--- config.mk ---
export PLATFORM = sky130hd
export DESIGN_NAME = slotted_page_directory_flat
export DESIGN_NICKNAME = d
export VERILOG_FILES = /design/src/spd_pkg.sv /design/src/spd_in_if.sv /design/src/spd_out_if.sv /design/src/slotted_page_directory.sv /design/src/spd_slot_ram.sv /design/src/spd_out_reg.sv /design/src/flat_wrapper.sv
export SDC_FILE = /design/constraint.sdc
export NUM_CORES = 2
export LEC_CHECK = 0
export ABC_AREA = 0
export BUFFER_PORTS_ARGS = -buffer_cell sky130_fd_sc_hd__buf_2
export CAP_MARGIN = 20
export CORE_MARGIN = 2
export CORE_UTILIZATION = 55
export DETAILED_ROUTE_END_ITERATION = 16
export HOLD_SLACK_MARGIN = 0.12
export PLACE_DENSITY_LB_ADDON = 0.12
export RECOVER_POWER = 50
export SETUP_SLACK_MARGIN = 0.15
export SYNTH_ARGS = -nofsm -noshare
export SYNTH_HDL_FRONTEND = slang
export SYNTH_SLANG_ARGS = --single-unit
--- constraint.sdc ---
create_clock -name clk_i -period 6.9 [get_ports clk_i]
set_input_delay 1.38 -clock clk_i [delete_from_list [all_inputs] [get_ports clk_i]]
set_output_delay 1.38 -clock clk_i [all_outputs]
set_load 0.005 [all_outputs]
--- src/spd_pkg.sv ---
// Shared types and codes for the slotted page directory.
// Used by every module of the block; depends on nothing.
package spd_pkg;

  // Operation codes carried in the mode field.
  typedef enum logic [2:0] {
    MODE_INIT    = 3'd0,
    MODE_INSERT  = 3'd1,
    MODE_REMOVE  = 3'd2,
    MODE_GET     = 3'd3,
    MODE_UPDATE  = 3'd4,
    MODE_COMPACT = 3'd5
  } mode_e;

  // Result status codes.
  typedef enum logic [2:0] {
    STAT_OK         = 3'd0,
    STAT_BAD_LEN    = 3'd1,
    STAT_NO_SPACE   = 3'd2,
    STAT_BAD_SLOT   = 3'd3,
    STAT_DELETED    = 3'd4,
    STAT_TABLE_FULL = 3'd5
  } status_e;

  // Controller states.
  typedef enum logic [2:0] {
    S_IDLE,
    S_CHECK,
    S_SCAN,
    S_TOMB,
    S_SUM,
    S_MOVE,
    S_RESP
  } state_e;

  // One slot directory entry.
  typedef struct packed {
    logic        del;
    logic [12:0] len;
    logic [12:0] off;
  } slot_ent_t;

  // Access request to the slot memory.
  typedef struct packed {
    logic      we;
    logic [5:0] waddr;
    slot_ent_t wdata;
    logic [5:0] raddr;
  } mem_req_t;

  // Pending single result.
  typedef struct packed {
    status_e     status;
    logic [5:0]  slot;
    logic [12:0] off;
    logic [12:0] len;
    logic [12:0] pad;
  } res_t;

  // Full result item.
  typedef struct packed {
    logic [2:0]  status;
    logic [5:0]  result_slot;
    logic [12:0] record_offset;
    logic [12:0] record_length;
    logic [12:0] pad_length;
    logic [12:0] move_source;
    logic        is_move;
    logic [12:0] free_bytes;
    logic [6:0]  live_records;
    logic        last;
  } out_t;

endpackage

--- src/spd_in_if.sv ---
// Request channel of the slotted page directory.
// Standalone; carries valid, ready and the request fields.
interface spd_in_if;
  logic        valid;
  logic        ready;
  logic [2:0]  mode;
  logic [5:0]  slot_id;
  logic [12:0] length;
  logic [31:0] page_id;

  modport source (output valid, mode, slot_id, length, page_id, input ready);
  modport sink (input valid, mode, slot_id, length, page_id, output ready);
endinterface

--- src/spd_out_if.sv ---
// Result channel of the slotted page directory.
// Standalone; carries valid, ready and the result fields.
interface spd_out_if;
  logic        valid;
  logic        ready;
  logic [2:0]  status;
  logic [5:0]  result_slot;
  logic [12:0] record_offset;
  logic [12:0] record_length;
  logic [12:0] pad_length;
  logic [12:0] move_source;
  logic        is_move;
  logic [12:0] free_bytes;
  logic [6:0]  live_records;
  logic        last;

  modport source (output valid, status, result_slot, record_offset, record_length,
                  pad_length, move_source, is_move, free_bytes, live_records, last,
                  input ready);
  modport sink (input valid, status, result_slot, record_offset, record_length,
                pad_length, move_source, is_move, free_bytes, live_records, last,
                output ready);
endinterface

--- src/slotted_page_directory.sv ---
// Slotted page directory: top level with the sequencing controller.
// Depends on spd_pkg, spd_in_if, spd_out_if, spd_slot_ram and spd_out_reg.
//
// Usage: a request on in_i (mode, slot_id, length, page_id) transfers when
// valid and ready are high; ready is high only while the block is idle, so one
// request is worked on at a time. Results leave on out_o through an output
// register; last marks the final result of a request. Compact gives one move
// command per live record, or a single result if there is none; other modes
// give a single result. Insert scans the slot table through the single memory
// read port; a growing update checks its slot before the scan and, when it
// moves the record, also marks its old slot as a tombstone. Compact makes two
// passes over the table.
// Records always sit at descending offsets with rising slot index, so compact
// walks the table once in index order to emit moves.
// Reset empties the page (no slots, data start at the page end); the slot
// memory itself is not cleared. If the receiver stalls, the controller holds
// the pending result, and compact pauses between moves; nothing is dropped.
module slotted_page_directory #(
  parameter int PAGE_BYTES   = 4096,
  parameter int HEADER_BYTES = 16,
  parameter int SLOT_BYTES   = 8,
  parameter int SLOT_CAP     = 64
) (
  input  logic      clk_i,
  input  logic      rst_ni,
  spd_in_if.sink    in_i,
  spd_out_if.source out_o
);

  localparam int LenMax = PAGE_BYTES - HEADER_BYTES - SLOT_BYTES;

  spd_pkg::state_e    state_q, state_d;
  spd_pkg::mem_req_t  mreq;
  spd_pkg::slot_ent_t rd;
  spd_pkg::slot_ent_t sent_q, sent_d;
  spd_pkg::res_t      res_q, res_d;
  spd_pkg::out_t      out_d;
  logic               out_load, out_free;

  logic [2:0]  mode_q, mode_d;
  logic [5:0]  sid_q, sid_d;
  logic [12:0] len_q, len_d;
  logic        upd_q, upd_d;
  logic [6:0]  idx_q, idx_d;
  logic        pv_q, pv_d;
  logic [5:0]  pidx_q, pidx_d;
  logic [6:0]  cnt_q, cnt_d;
  logic [12:0] ds_q, ds_d;
  logic [6:0]  live_q, live_d;
  logic [31:0] pid_q, pid_d;
  logic [12:0] sum_q, sum_d;
  logic [6:0]  n_q, n_d;
  logic [5:0]  k_q, k_d;
  logic [12:0] pos_q, pos_d;
  logic [6:0]  ocnt_q, ocnt_d;

  logic [13:0] slot_end, need;
  logic [12:0] gap;
  logic        bad_len_in, bad_len_q;

  spd_slot_ram #(.Depth(SLOT_CAP)) u_ram (
    .clk_i  (clk_i),
    .req_i  (mreq),
    .rdata_o(rd)
  );

  spd_out_reg u_out (
    .clk_i (clk_i),
    .rst_ni(rst_ni),
    .load_i(out_load),
    .data_i(out_d),
    .free_o(out_free),
    .out_o (out_o)
  );

  assign in_i.ready = (state_q == spd_pkg::S_IDLE);

  // Free gap between the slot array end and the data start.
  assign slot_end = 14'(HEADER_BYTES) + 14'(cnt_q) * 14'(SLOT_BYTES);
  assign need     = slot_end + 14'(SLOT_BYTES) + {1'b0, len_q};
  assign gap      = ({1'b0, ds_q} > slot_end) ? 13'({1'b0, ds_q} - slot_end) : 13'd0;

  assign bad_len_in = (in_i.length == 13'd0) || (in_i.length > 13'(LenMax));
  assign bad_len_q  = (len_q == 13'd0) || (len_q > 13'(LenMax));

  // Next state, memory requests and results.
  always_comb begin
    state_d  = state_q;
    sent_d   = sent_q;
    res_d    = res_q;
    mode_d   = mode_q;
    sid_d    = sid_q;
    len_d    = len_q;
    upd_d    = upd_q;
    idx_d    = idx_q;
    pv_d     = pv_q;
    pidx_d   = pidx_q;
    cnt_d    = cnt_q;
    ds_d     = ds_q;
    live_d   = live_q;
    pid_d    = pid_q;
    sum_d    = sum_q;
    n_d      = n_q;
    k_d      = k_q;
    pos_d    = pos_q;
    ocnt_d   = ocnt_q;
    mreq     = '0;
    mreq.raddr = idx_q[5:0];
    out_load = 1'b0;
    out_d    = '0;

    unique case (state_q)
      spd_pkg::S_IDLE: begin
        mreq.raddr = in_i.slot_id;
        if (in_i.valid) begin
          mode_d  = in_i.mode;
          sid_d   = in_i.slot_id;
          len_d   = in_i.length;
          upd_d   = 1'b0;
          idx_d   = '0;
          pv_d    = 1'b0;
          sum_d   = '0;
          n_d     = '0;
          res_d   = '0;
          res_d.status = spd_pkg::STAT_OK;
          state_d = spd_pkg::S_RESP;
          unique case (in_i.mode) inside
            spd_pkg::MODE_INIT: begin
              cnt_d  = '0;
              ds_d   = 13'(PAGE_BYTES);
              live_d = '0;
              pid_d  = in_i.page_id;
            end
            spd_pkg::MODE_INSERT: begin
              if (bad_len_in) begin
                res_d.status = spd_pkg::STAT_BAD_LEN;
              end else begin
                state_d = spd_pkg::S_SCAN;
              end
            end
            spd_pkg::MODE_REMOVE, spd_pkg::MODE_GET, spd_pkg::MODE_UPDATE: begin
              if ({1'b0, in_i.slot_id} >= cnt_q) begin
                res_d.status = spd_pkg::STAT_BAD_SLOT;
              end else begin
                state_d = spd_pkg::S_CHECK;
              end
            end
            spd_pkg::MODE_COMPACT: begin
              if (cnt_q != 7'd0) begin
                state_d = spd_pkg::S_SUM;
              end
            end
            default: ;
          endcase
        end
      end

      // Slot entry addressed by remove, get or update is on the read port.
      spd_pkg::S_CHECK: begin
        state_d = spd_pkg::S_RESP;
        if (rd.del) begin
          res_d.status = spd_pkg::STAT_DELETED;
        end else begin
          case (mode_q)
            spd_pkg::MODE_REMOVE: begin
              mreq.we    = 1'b1;
              mreq.waddr = sid_q;
              mreq.wdata = '{del: 1'b1, len: rd.len, off: rd.off};
              live_d     = live_q - 7'd1;
              res_d.slot = sid_q;
            end
            spd_pkg::MODE_GET: begin
              res_d.slot = sid_q;
              res_d.off  = rd.off;
              res_d.len  = rd.len;
            end
            default: begin
              if (len_q <= rd.len) begin
                res_d.slot = sid_q;
                res_d.off  = rd.off;
                res_d.len  = len_q;
                res_d.pad  = rd.len - len_q;
              end else if (bad_len_q) begin
                res_d.status = spd_pkg::STAT_BAD_LEN;
              end else begin
                sent_d  = rd;
                upd_d   = 1'b1;
                state_d = spd_pkg::S_SCAN;
              end
            end
          endcase
        end
      end

      // Look for the lowest reusable tombstone, then try to append.
      spd_pkg::S_SCAN: begin
        if (pv_q && rd.del && (rd.len >= len_q)) begin
          mreq.we    = 1'b1;
          mreq.waddr = pidx_q;
          mreq.wdata = '{del: 1'b0, len: len_q, off: rd.off};
          if (!upd_q) begin
            live_d = live_q + 7'd1;
          end
          res_d.slot = pidx_q;
          res_d.off  = rd.off;
          res_d.len  = len_q;
          state_d    = upd_q ? spd_pkg::S_TOMB : spd_pkg::S_RESP;
        end else if (!pv_q && (idx_q >= cnt_q)) begin
          state_d = spd_pkg::S_RESP;
          if (cnt_q == 7'(SLOT_CAP)) begin
            res_d.status = spd_pkg::STAT_TABLE_FULL;
          end else if ({1'b0, ds_q} < need) begin
            res_d.status = spd_pkg::STAT_NO_SPACE;
          end else begin
            mreq.we    = 1'b1;
            mreq.waddr = cnt_q[5:0];
            mreq.wdata = '{del: 1'b0, len: len_q, off: ds_q - len_q};
            ds_d       = ds_q - len_q;
            cnt_d      = cnt_q + 7'd1;
            if (!upd_q) begin
              live_d = live_q + 7'd1;
            end
            res_d.slot = cnt_q[5:0];
            res_d.off  = ds_q - len_q;
            res_d.len  = len_q;
            state_d    = upd_q ? spd_pkg::S_TOMB : spd_pkg::S_RESP;
          end
        end else begin
          pv_d   = idx_q < cnt_q;
          pidx_d = idx_q[5:0];
          if (idx_q < cnt_q) begin
            idx_d = idx_q + 7'd1;
          end
        end
      end

      // A growing update that moved leaves its old slot as a tombstone.
      spd_pkg::S_TOMB: begin
        mreq.we    = 1'b1;
        mreq.waddr = sid_q;
        mreq.wdata = '{del: 1'b1, len: sent_q.len, off: sent_q.off};
        state_d    = spd_pkg::S_RESP;
      end

      // First compact pass: count live records and their total length.
      spd_pkg::S_SUM: begin
        if (pv_q && !rd.del) begin
          sum_d = sum_q + rd.len;
          n_d   = n_q + 7'd1;
        end
        if (!pv_q && (idx_q >= cnt_q)) begin
          if (n_q == 7'd0) begin
            cnt_d   = '0;
            ds_d    = 13'(PAGE_BYTES);
            live_d  = '0;
            state_d = spd_pkg::S_RESP;
          end else begin
            ocnt_d  = cnt_q;
            cnt_d   = n_q;
            live_d  = n_q;
            ds_d    = 13'(PAGE_BYTES) - sum_q;
            idx_d   = '0;
            pv_d    = 1'b0;
            k_d     = '0;
            pos_d   = 13'(PAGE_BYTES);
            state_d = spd_pkg::S_MOVE;
          end
        end else begin
          pv_d   = idx_q < cnt_q;
          pidx_d = idx_q[5:0];
          if (idx_q < cnt_q) begin
            idx_d = idx_q + 7'd1;
          end
        end
      end

      // Second compact pass: pack live records and emit one move each.
      spd_pkg::S_MOVE: begin
        if (pv_q && !rd.del && !out_free) begin
          mreq.raddr = pidx_q;
        end else begin
          pv_d   = idx_q < ocnt_q;
          pidx_d = idx_q[5:0];
          if (idx_q < ocnt_q) begin
            idx_d = idx_q + 7'd1;
          end
          if (pv_q && !rd.del) begin
            mreq.we    = 1'b1;
            mreq.waddr = k_q;
            mreq.wdata = '{del: 1'b0, len: rd.len, off: pos_q - rd.len};
            pos_d      = pos_q - rd.len;
            k_d        = k_q + 6'd1;
            out_load            = 1'b1;
            out_d.status        = spd_pkg::STAT_OK;
            out_d.result_slot   = k_q;
            out_d.record_offset = pos_q - rd.len;
            out_d.record_length = rd.len;
            out_d.move_source   = rd.off;
            out_d.is_move       = 1'b1;
            out_d.free_bytes    = gap;
            out_d.live_records  = live_q;
            out_d.last          = ({1'b0, k_q} == (cnt_q - 7'd1));
            if (out_d.last) begin
              state_d = spd_pkg::S_IDLE;
            end
          end
        end
      end

      // Single result goes to the output register once it is free.
      spd_pkg::S_RESP: begin
        if (out_free) begin
          out_load            = 1'b1;
          out_d.status        = res_q.status;
          out_d.result_slot   = res_q.slot;
          out_d.record_offset = res_q.off;
          out_d.record_length = res_q.len;
          out_d.pad_length    = res_q.pad;
          out_d.free_bytes    = gap;
          out_d.live_records  = live_q;
          out_d.last          = 1'b1;
          state_d             = spd_pkg::S_IDLE;
        end
      end

      default: state_d = spd_pkg::S_IDLE;
    endcase
  end

  // Control and page header registers.
  always_ff @(posedge clk_i or negedge rst_ni) begin
    if (!rst_ni) begin
      state_q <= spd_pkg::S_IDLE;
      cnt_q   <= '0;
      ds_q    <= 13'(PAGE_BYTES);
      live_q  <= '0;
      pid_q   <= '0;
      pv_q    <= 1'b0;
    end else begin
      state_q <= state_d;
      cnt_q   <= cnt_d;
      ds_q    <= ds_d;
      live_q  <= live_d;
      pid_q   <= pid_d;
      pv_q    <= pv_d;
    end
  end

  // Working registers of the current request.
  always_ff @(posedge clk_i) begin
    sent_q <= sent_d;
    res_q  <= res_d;
    mode_q <= mode_d;
    sid_q  <= sid_d;
    len_q  <= len_d;
    upd_q  <= upd_d;
    idx_q  <= idx_d;
    pidx_q <= pidx_d;
    sum_q  <= sum_d;
    n_q    <= n_d;
    k_q    <= k_d;
    pos_q  <= pos_d;
    ocnt_q <= ocnt_d;
  end

endmodule

--- src/spd_slot_ram.sv ---
// Slot directory memory: one write and one registered read per cycle.
// Depends on spd_pkg.
module spd_slot_ram #(
  parameter int Depth = 64
) (
  input  logic              clk_i,
  input  spd_pkg::mem_req_t req_i,
  output spd_pkg::slot_ent_t rdata_o
);

  spd_pkg::slot_ent_t mem [Depth];

  // Write port and registered read port.
  always_ff @(posedge clk_i) begin
    if (req_i.we) begin
      mem[req_i.waddr] <= req_i.wdata;
    end
    rdata_o <= mem[req_i.raddr];
  end

endmodule

--- src/spd_out_reg.sv ---
// Output register of the result channel; frees the controller from the sink.
// Depends on spd_pkg and spd_out_if.
module spd_out_reg (
  input  logic          clk_i,
  input  logic          rst_ni,
  input  logic          load_i,
  input  spd_pkg::out_t data_i,
  output logic          free_o,
  spd_out_if.source     out_o
);

  logic          valid_q;
  spd_pkg::out_t data_q;

  assign free_o = !valid_q || out_o.ready;

  // Valid flag: set on load, cleared once the transfer completes.
  always_ff @(posedge clk_i or negedge rst_ni) begin
    if (!rst_ni) begin
      valid_q <= 1'b0;
    end else if (load_i) begin
      valid_q <= 1'b1;
    end else if (out_o.ready) begin
      valid_q <= 1'b0;
    end
  end

  // Payload holds while stalled.
  always_ff @(posedge clk_i) begin
    if (load_i) begin
      data_q <= data_i;
    end
  end

  assign out_o.valid         = valid_q;
  assign out_o.status        = data_q.status;
  assign out_o.result_slot   = data_q.result_slot;
  assign out_o.record_offset = data_q.record_offset;
  assign out_o.record_length = data_q.record_length;
  assign out_o.pad_length    = data_q.pad_length;
  assign out_o.move_source   = data_q.move_source;
  assign out_o.is_move       = data_q.is_move;
  assign out_o.free_bytes    = data_q.free_bytes;
  assign out_o.live_records  = data_q.live_records;
  assign out_o.last          = data_q.last;

endmodule
--- src/flat_wrapper.sv ---
// flat-port wrapper written by rule: the top's interface ports become plain ports
module slotted_page_directory_flat 
#(
  parameter int PAGE_BYTES   = 4096,
  parameter int HEADER_BYTES = 16,
  parameter int SLOT_BYTES   = 8,
  parameter int SLOT_CAP     = 64
)
  (clk_i, rst_ni, in_i_valid, in_i_mode, in_i_slot_id, in_i_length, in_i_page_id, in_i_ready, out_o_valid, out_o_status, out_o_result_slot, out_o_record_offset, out_o_record_length, out_o_pad_length, out_o_move_source, out_o_is_move, out_o_free_bytes, out_o_live_records, out_o_last, out_o_ready);
  spd_in_if in_i_i ();
  spd_out_if out_o_i ();
  input  logic clk_i;
  input  logic rst_ni;
  input wire logic [$bits(in_i_i.valid)-1:0] in_i_valid;
  input wire logic [$bits(in_i_i.mode)-1:0] in_i_mode;
  input wire logic [$bits(in_i_i.slot_id)-1:0] in_i_slot_id;
  input wire logic [$bits(in_i_i.length)-1:0] in_i_length;
  input wire logic [$bits(in_i_i.page_id)-1:0] in_i_page_id;
  output wire logic [$bits(in_i_i.ready)-1:0] in_i_ready;
  output wire logic [$bits(out_o_i.valid)-1:0] out_o_valid;
  output wire logic [$bits(out_o_i.status)-1:0] out_o_status;
  output wire logic [$bits(out_o_i.result_slot)-1:0] out_o_result_slot;
  output wire logic [$bits(out_o_i.record_offset)-1:0] out_o_record_offset;
  output wire logic [$bits(out_o_i.record_length)-1:0] out_o_record_length;
  output wire logic [$bits(out_o_i.pad_length)-1:0] out_o_pad_length;
  output wire logic [$bits(out_o_i.move_source)-1:0] out_o_move_source;
  output wire logic [$bits(out_o_i.is_move)-1:0] out_o_is_move;
  output wire logic [$bits(out_o_i.free_bytes)-1:0] out_o_free_bytes;
  output wire logic [$bits(out_o_i.live_records)-1:0] out_o_live_records;
  output wire logic [$bits(out_o_i.last)-1:0] out_o_last;
  input wire logic [$bits(out_o_i.ready)-1:0] out_o_ready;
  assign in_i_i.valid = in_i_valid;
  assign in_i_i.mode = in_i_mode;
  assign in_i_i.slot_id = in_i_slot_id;
  assign in_i_i.length = in_i_length;
  assign in_i_i.page_id = in_i_page_id;
  assign in_i_ready = in_i_i.ready;
  assign out_o_valid = out_o_i.valid;
  assign out_o_status = out_o_i.status;
  assign out_o_result_slot = out_o_i.result_slot;
  assign out_o_record_offset = out_o_i.record_offset;
  assign out_o_record_length = out_o_i.record_length;
  assign out_o_pad_length = out_o_i.pad_length;
  assign out_o_move_source = out_o_i.move_source;
  assign out_o_is_move = out_o_i.is_move;
  assign out_o_free_bytes = out_o_i.free_bytes;
  assign out_o_live_records = out_o_i.live_records;
  assign out_o_last = out_o_i.last;
  assign out_o_i.ready = out_o_ready;
  slotted_page_directory #(.PAGE_BYTES(PAGE_BYTES), .HEADER_BYTES(HEADER_BYTES), .SLOT_BYTES(SLOT_BYTES), .SLOT_CAP(SLOT_CAP)) u_core (.clk_i(clk_i), .rst_ni(rst_ni), .in_i(in_i_i), .out_o(out_o_i));
endmodule
==> impl_metrics.yaml <==
die:
  dieHeight_um: 397
  die_width_um: 397
  num_io_pins: 143
  core_sq_mm: 0.154
  floorplan.initialDensity_pct: 55.2
  fp.dieArea_sq_mm: 0.157
  placementRows: 144
timing:
  holdWs_ns: 0.512
  min_period_over_period_pct: 95.1
  rsz0062_at_grt: "false"
  maxSlewViolCount: 361
  hold_viol: 0
  fin_skew_ns: 0.0519
  setup_tns_ns: 0
  max_freq_mhz: 152
  maxSlewHeadroom_pct: -83.4
  worstMarginPinSlew_ns: 2.75
  setup_viol: 0
  fin_crit_ns: 6.56
global_route:
  grt_pass1_vias: 51800
  grt_usage_pct: 30.3
  gr-total-overflow: 0
  antenna_found_initial: 6
  grt_pass1_wl_um: 349000
  grt_max_degree: 134
clocking:
  cts_resized: 0
  clkSlewWorstSetupHoldPaths_ns: 0.06
  holdBufCountCts: 0
  clock-sinks: 2026
  clockRootBuffer: "clkbuf_16"
  insertion_delay_ns: 0.84
  cts-htree-levels: 4
  clk_path_buf_depth: 3
  cts_tree: "done"
  cts_buffers: 204
  post-cts-setup-buffer-count: 0
logic_synthesis:
  synth_most_common_cell: "edfxtp_1"
  netlist_instances: 6385
  netlist.area_leader.share_pct: 69.7
  synth_area_leaders: "edfxtp_1, nand2_1, nand3_1, a21oi_1, ha_1"
  synthDistinctLibCells: 80
  syn_area_sq_mm: 0.0848
  synth-seq-area-share_pct: 71.3
  synth_area_leader_cell: "edfxtp_1"
  yosysWarnings: 0
  ys.flop_type: "edfxtp_1"
  ys_top_cells_by_count: "edfxtp_1, nand2_1, nand3_1"
  synth_edf_count: 1967
  syn_area_per_cell_sq_um: 13.3
  synth_nets: 6567
  ys_seq_elements: 2026
  async_reset_ff_share_pct: 1.58
finish:
  area_delta_synth_final_pct: 13.8
  layout-drive-gt1-share_pct: 11.1
  multiInputGateArea_sq_mm: 0.0228
  fill_cells: 11400
  finalNetCount: 6770
  regArea_sq_mm: 0.0604
worst_setup_path:
  critical_path.max_fanout: 64
  critPathSlowestCell: "buf_2"
  cp_top_family: "buffers and inverters"
  worstPathRequired_ns: 7.29
  startpoint_type: "flop"
  cp_cell_sequence: "inv_1, ha_1, ha_1, fa_1, a21o_1, a21oi_1, o21bai_1, a21oi_1, o21bai_1, a21oi_1, xnor2_1, ha_1, o211ai_1, o21ai_0, and4_1, buf_4, nand3_1, o211ai_1, buf_2"
  cpPeakStageDelay_ns: 1.19
  critPathKind: "reg -> reg"
  arrival_ns: 6.95
  path_buf_inv: 3
  end_kind: "flop"
pwr:
  switchingPower_mw: 20.0
  switching_share_pct: 41.4
  power_density_mw_per_mm2: 500
  internal-power_mw: 28.3
  combPwrFrac_pct: 42.9
  worst_ir_drop_vdd_mv: 0.393
  clockPowerShare_pct: 23.2
  p_leak_nw: 33.8
  p_seq_share_pct: 33.8
status:
  violations: "capacitance limit, slew limit"
  outcome: "finished, violations left"
route:
  avgViaCountPerCell: 6.17
  drt_iter0_markers: 6913
  wl_um: 240000
  via_count: 54400
  route.detailed.drc: 0
  ant_nets: 0
  first_pass_iters: 8
  wl_per_cell_um: 27.2
min_path:
  hold_class: "reg -> reg"
place:
  io_buffers: 110
  globalplace.congestion: 0.948
  hpwl_um: 148000
run:
  max_cap_violations: 9
path summary, 6_finish.rpt:
path | from | end | slack, ns | cells after the start
min reg2reg | u_core.live_q[2] | u_core.live_q[2] | 0.51 | 2
min in group asynchronous | rst_ni | u_core.live_q[3] | 1.19 | 1
min | u_core.live_q[2] | u_core.live_q[2] | 0.51 | 2
max in group asynchronous | rst_ni | u_core.pv_q | 4.45 | 1
max reg2reg | u_core.cnt_q[1] | u_core.u_ram.mem[21][12] | 0.34 | 19
max | u_core.cnt_q[1] | u_core.u_ram.mem[21][12] | 0.34 | 19
power groups by stage:
stage / combinational, mW / sequential (mW) / clock, mW
6_report: 20.7 / 16.3 / 11.2
5_1_grt: 22.1 / 16.4 / 11.8
4_1_cts: 20.7 / 16.3 / 11.3
3_5_place_dp: 20.6 / 16.5 / 0
3_3_place_gp: 20.4 / 16.5 / 0
2_1_floorplan: 12.3 / 16.2 / 0
stage by stage:
stage / util, % / instance area (sq um) / setup slack [ns] / cells / power, mW
2_1_floorplan: - / 84800 / 0.305 / 6385 / 28.5
3_3_place_gp: 58.7 / 90100 / 0.740 / 8425 / 36.9
3_5_place_dp: 58.7 / 90100 / 0.782 / 8425 / 37.2
4_1_cts: 63.1 / 96900 / 0.746 / 8808 / 48.3
5_1_grt: 62.9 / 96500 / 0.201 / 8809 / 50.3
6_report: 62.9 / 96500 / 0.337 / 8810 / 48.2
registers in the layout, indices dropped and copies added, names as in the netlist, 13 cells and up:
signal / cells
u_core.u_out.out_o.record_length: 13
u_core.u_ram.rdata_o: 27
u_core.sent_q: 26
u_core.u_out.out_o.free_bytes: 13
u_core.u_ram.mem: 1728
u_core.res_q: 48
u_core.u_out.out_o.pad_length: 13
u_core.len_q: 13
u_core.u_out.out_o.record_offset: 13
u_core.ds_q: 13
u_core.u_out.out_o.move_source: 13
u_core.sum_q: 13
u_core.pos_q: 13
cell families after synthesis:
kind of cell | share of synthesized area [%]
fa+ha+maj | 1.89
compound gates | 8.13
buf+inv | 2.41
flops | 71.3
mux | 2.76
xor+xnor | 0.909
simple gates | 12.6
final cells by class:
cell class / instances / area share (%)
sequential: 2026 / 62.6
clock buffer: 247 / 5.60
multi-input combinational: 3877 / 23.7
antenna: 1 / 0.00259
tap: 2044 / 2.65
inverter: 101 / 0.394
clock inverter: 136 / 1.49
timing repair buffer: 378 / 3.57
routing by layer:
layer | up-vias | wire (um) | GRT usage [%]
met2 | 2549 | 112000 | 47.7
met1 | 27100 | 95700 | 42.4
met4 | 6 | 11800 | 13.0
met5 | - | 47 | 0
met3 | 454 | 20900 | 4.83
li1 | 24300 | - | -
tightest hold or removal path: cells and delay by family (launching register included):
kind | cells | cell delay, ns
flops | 1 | 0.37
compound gates | 1 | 0.06
simple gates | 1 | 0.05
cell usage in the layout, fill, tap and decap left out, drive strengths merged, types with 35 or more instances in the layout:
cell type	synthesis	routed
clkbuf	186	363
mux2i	110	110
clkinv	3	100
and3	103	103
a21oi	328	328
nor3	86	86
mux4	53	53
o21ai	131	131
ha	117	117
a221oi	35	35
and2	35	35
a22oi	40	40
inv	98	104
nand2	1470	1470
nor2	233	233
buf	195	262
a311oi	112	112
edfxtp	1967	1967
o22ai	55	55
xnor2	57	57
nand3	413	413
nor2b	36	36
a22o	60	60
(Power assumes the default switching activity.)
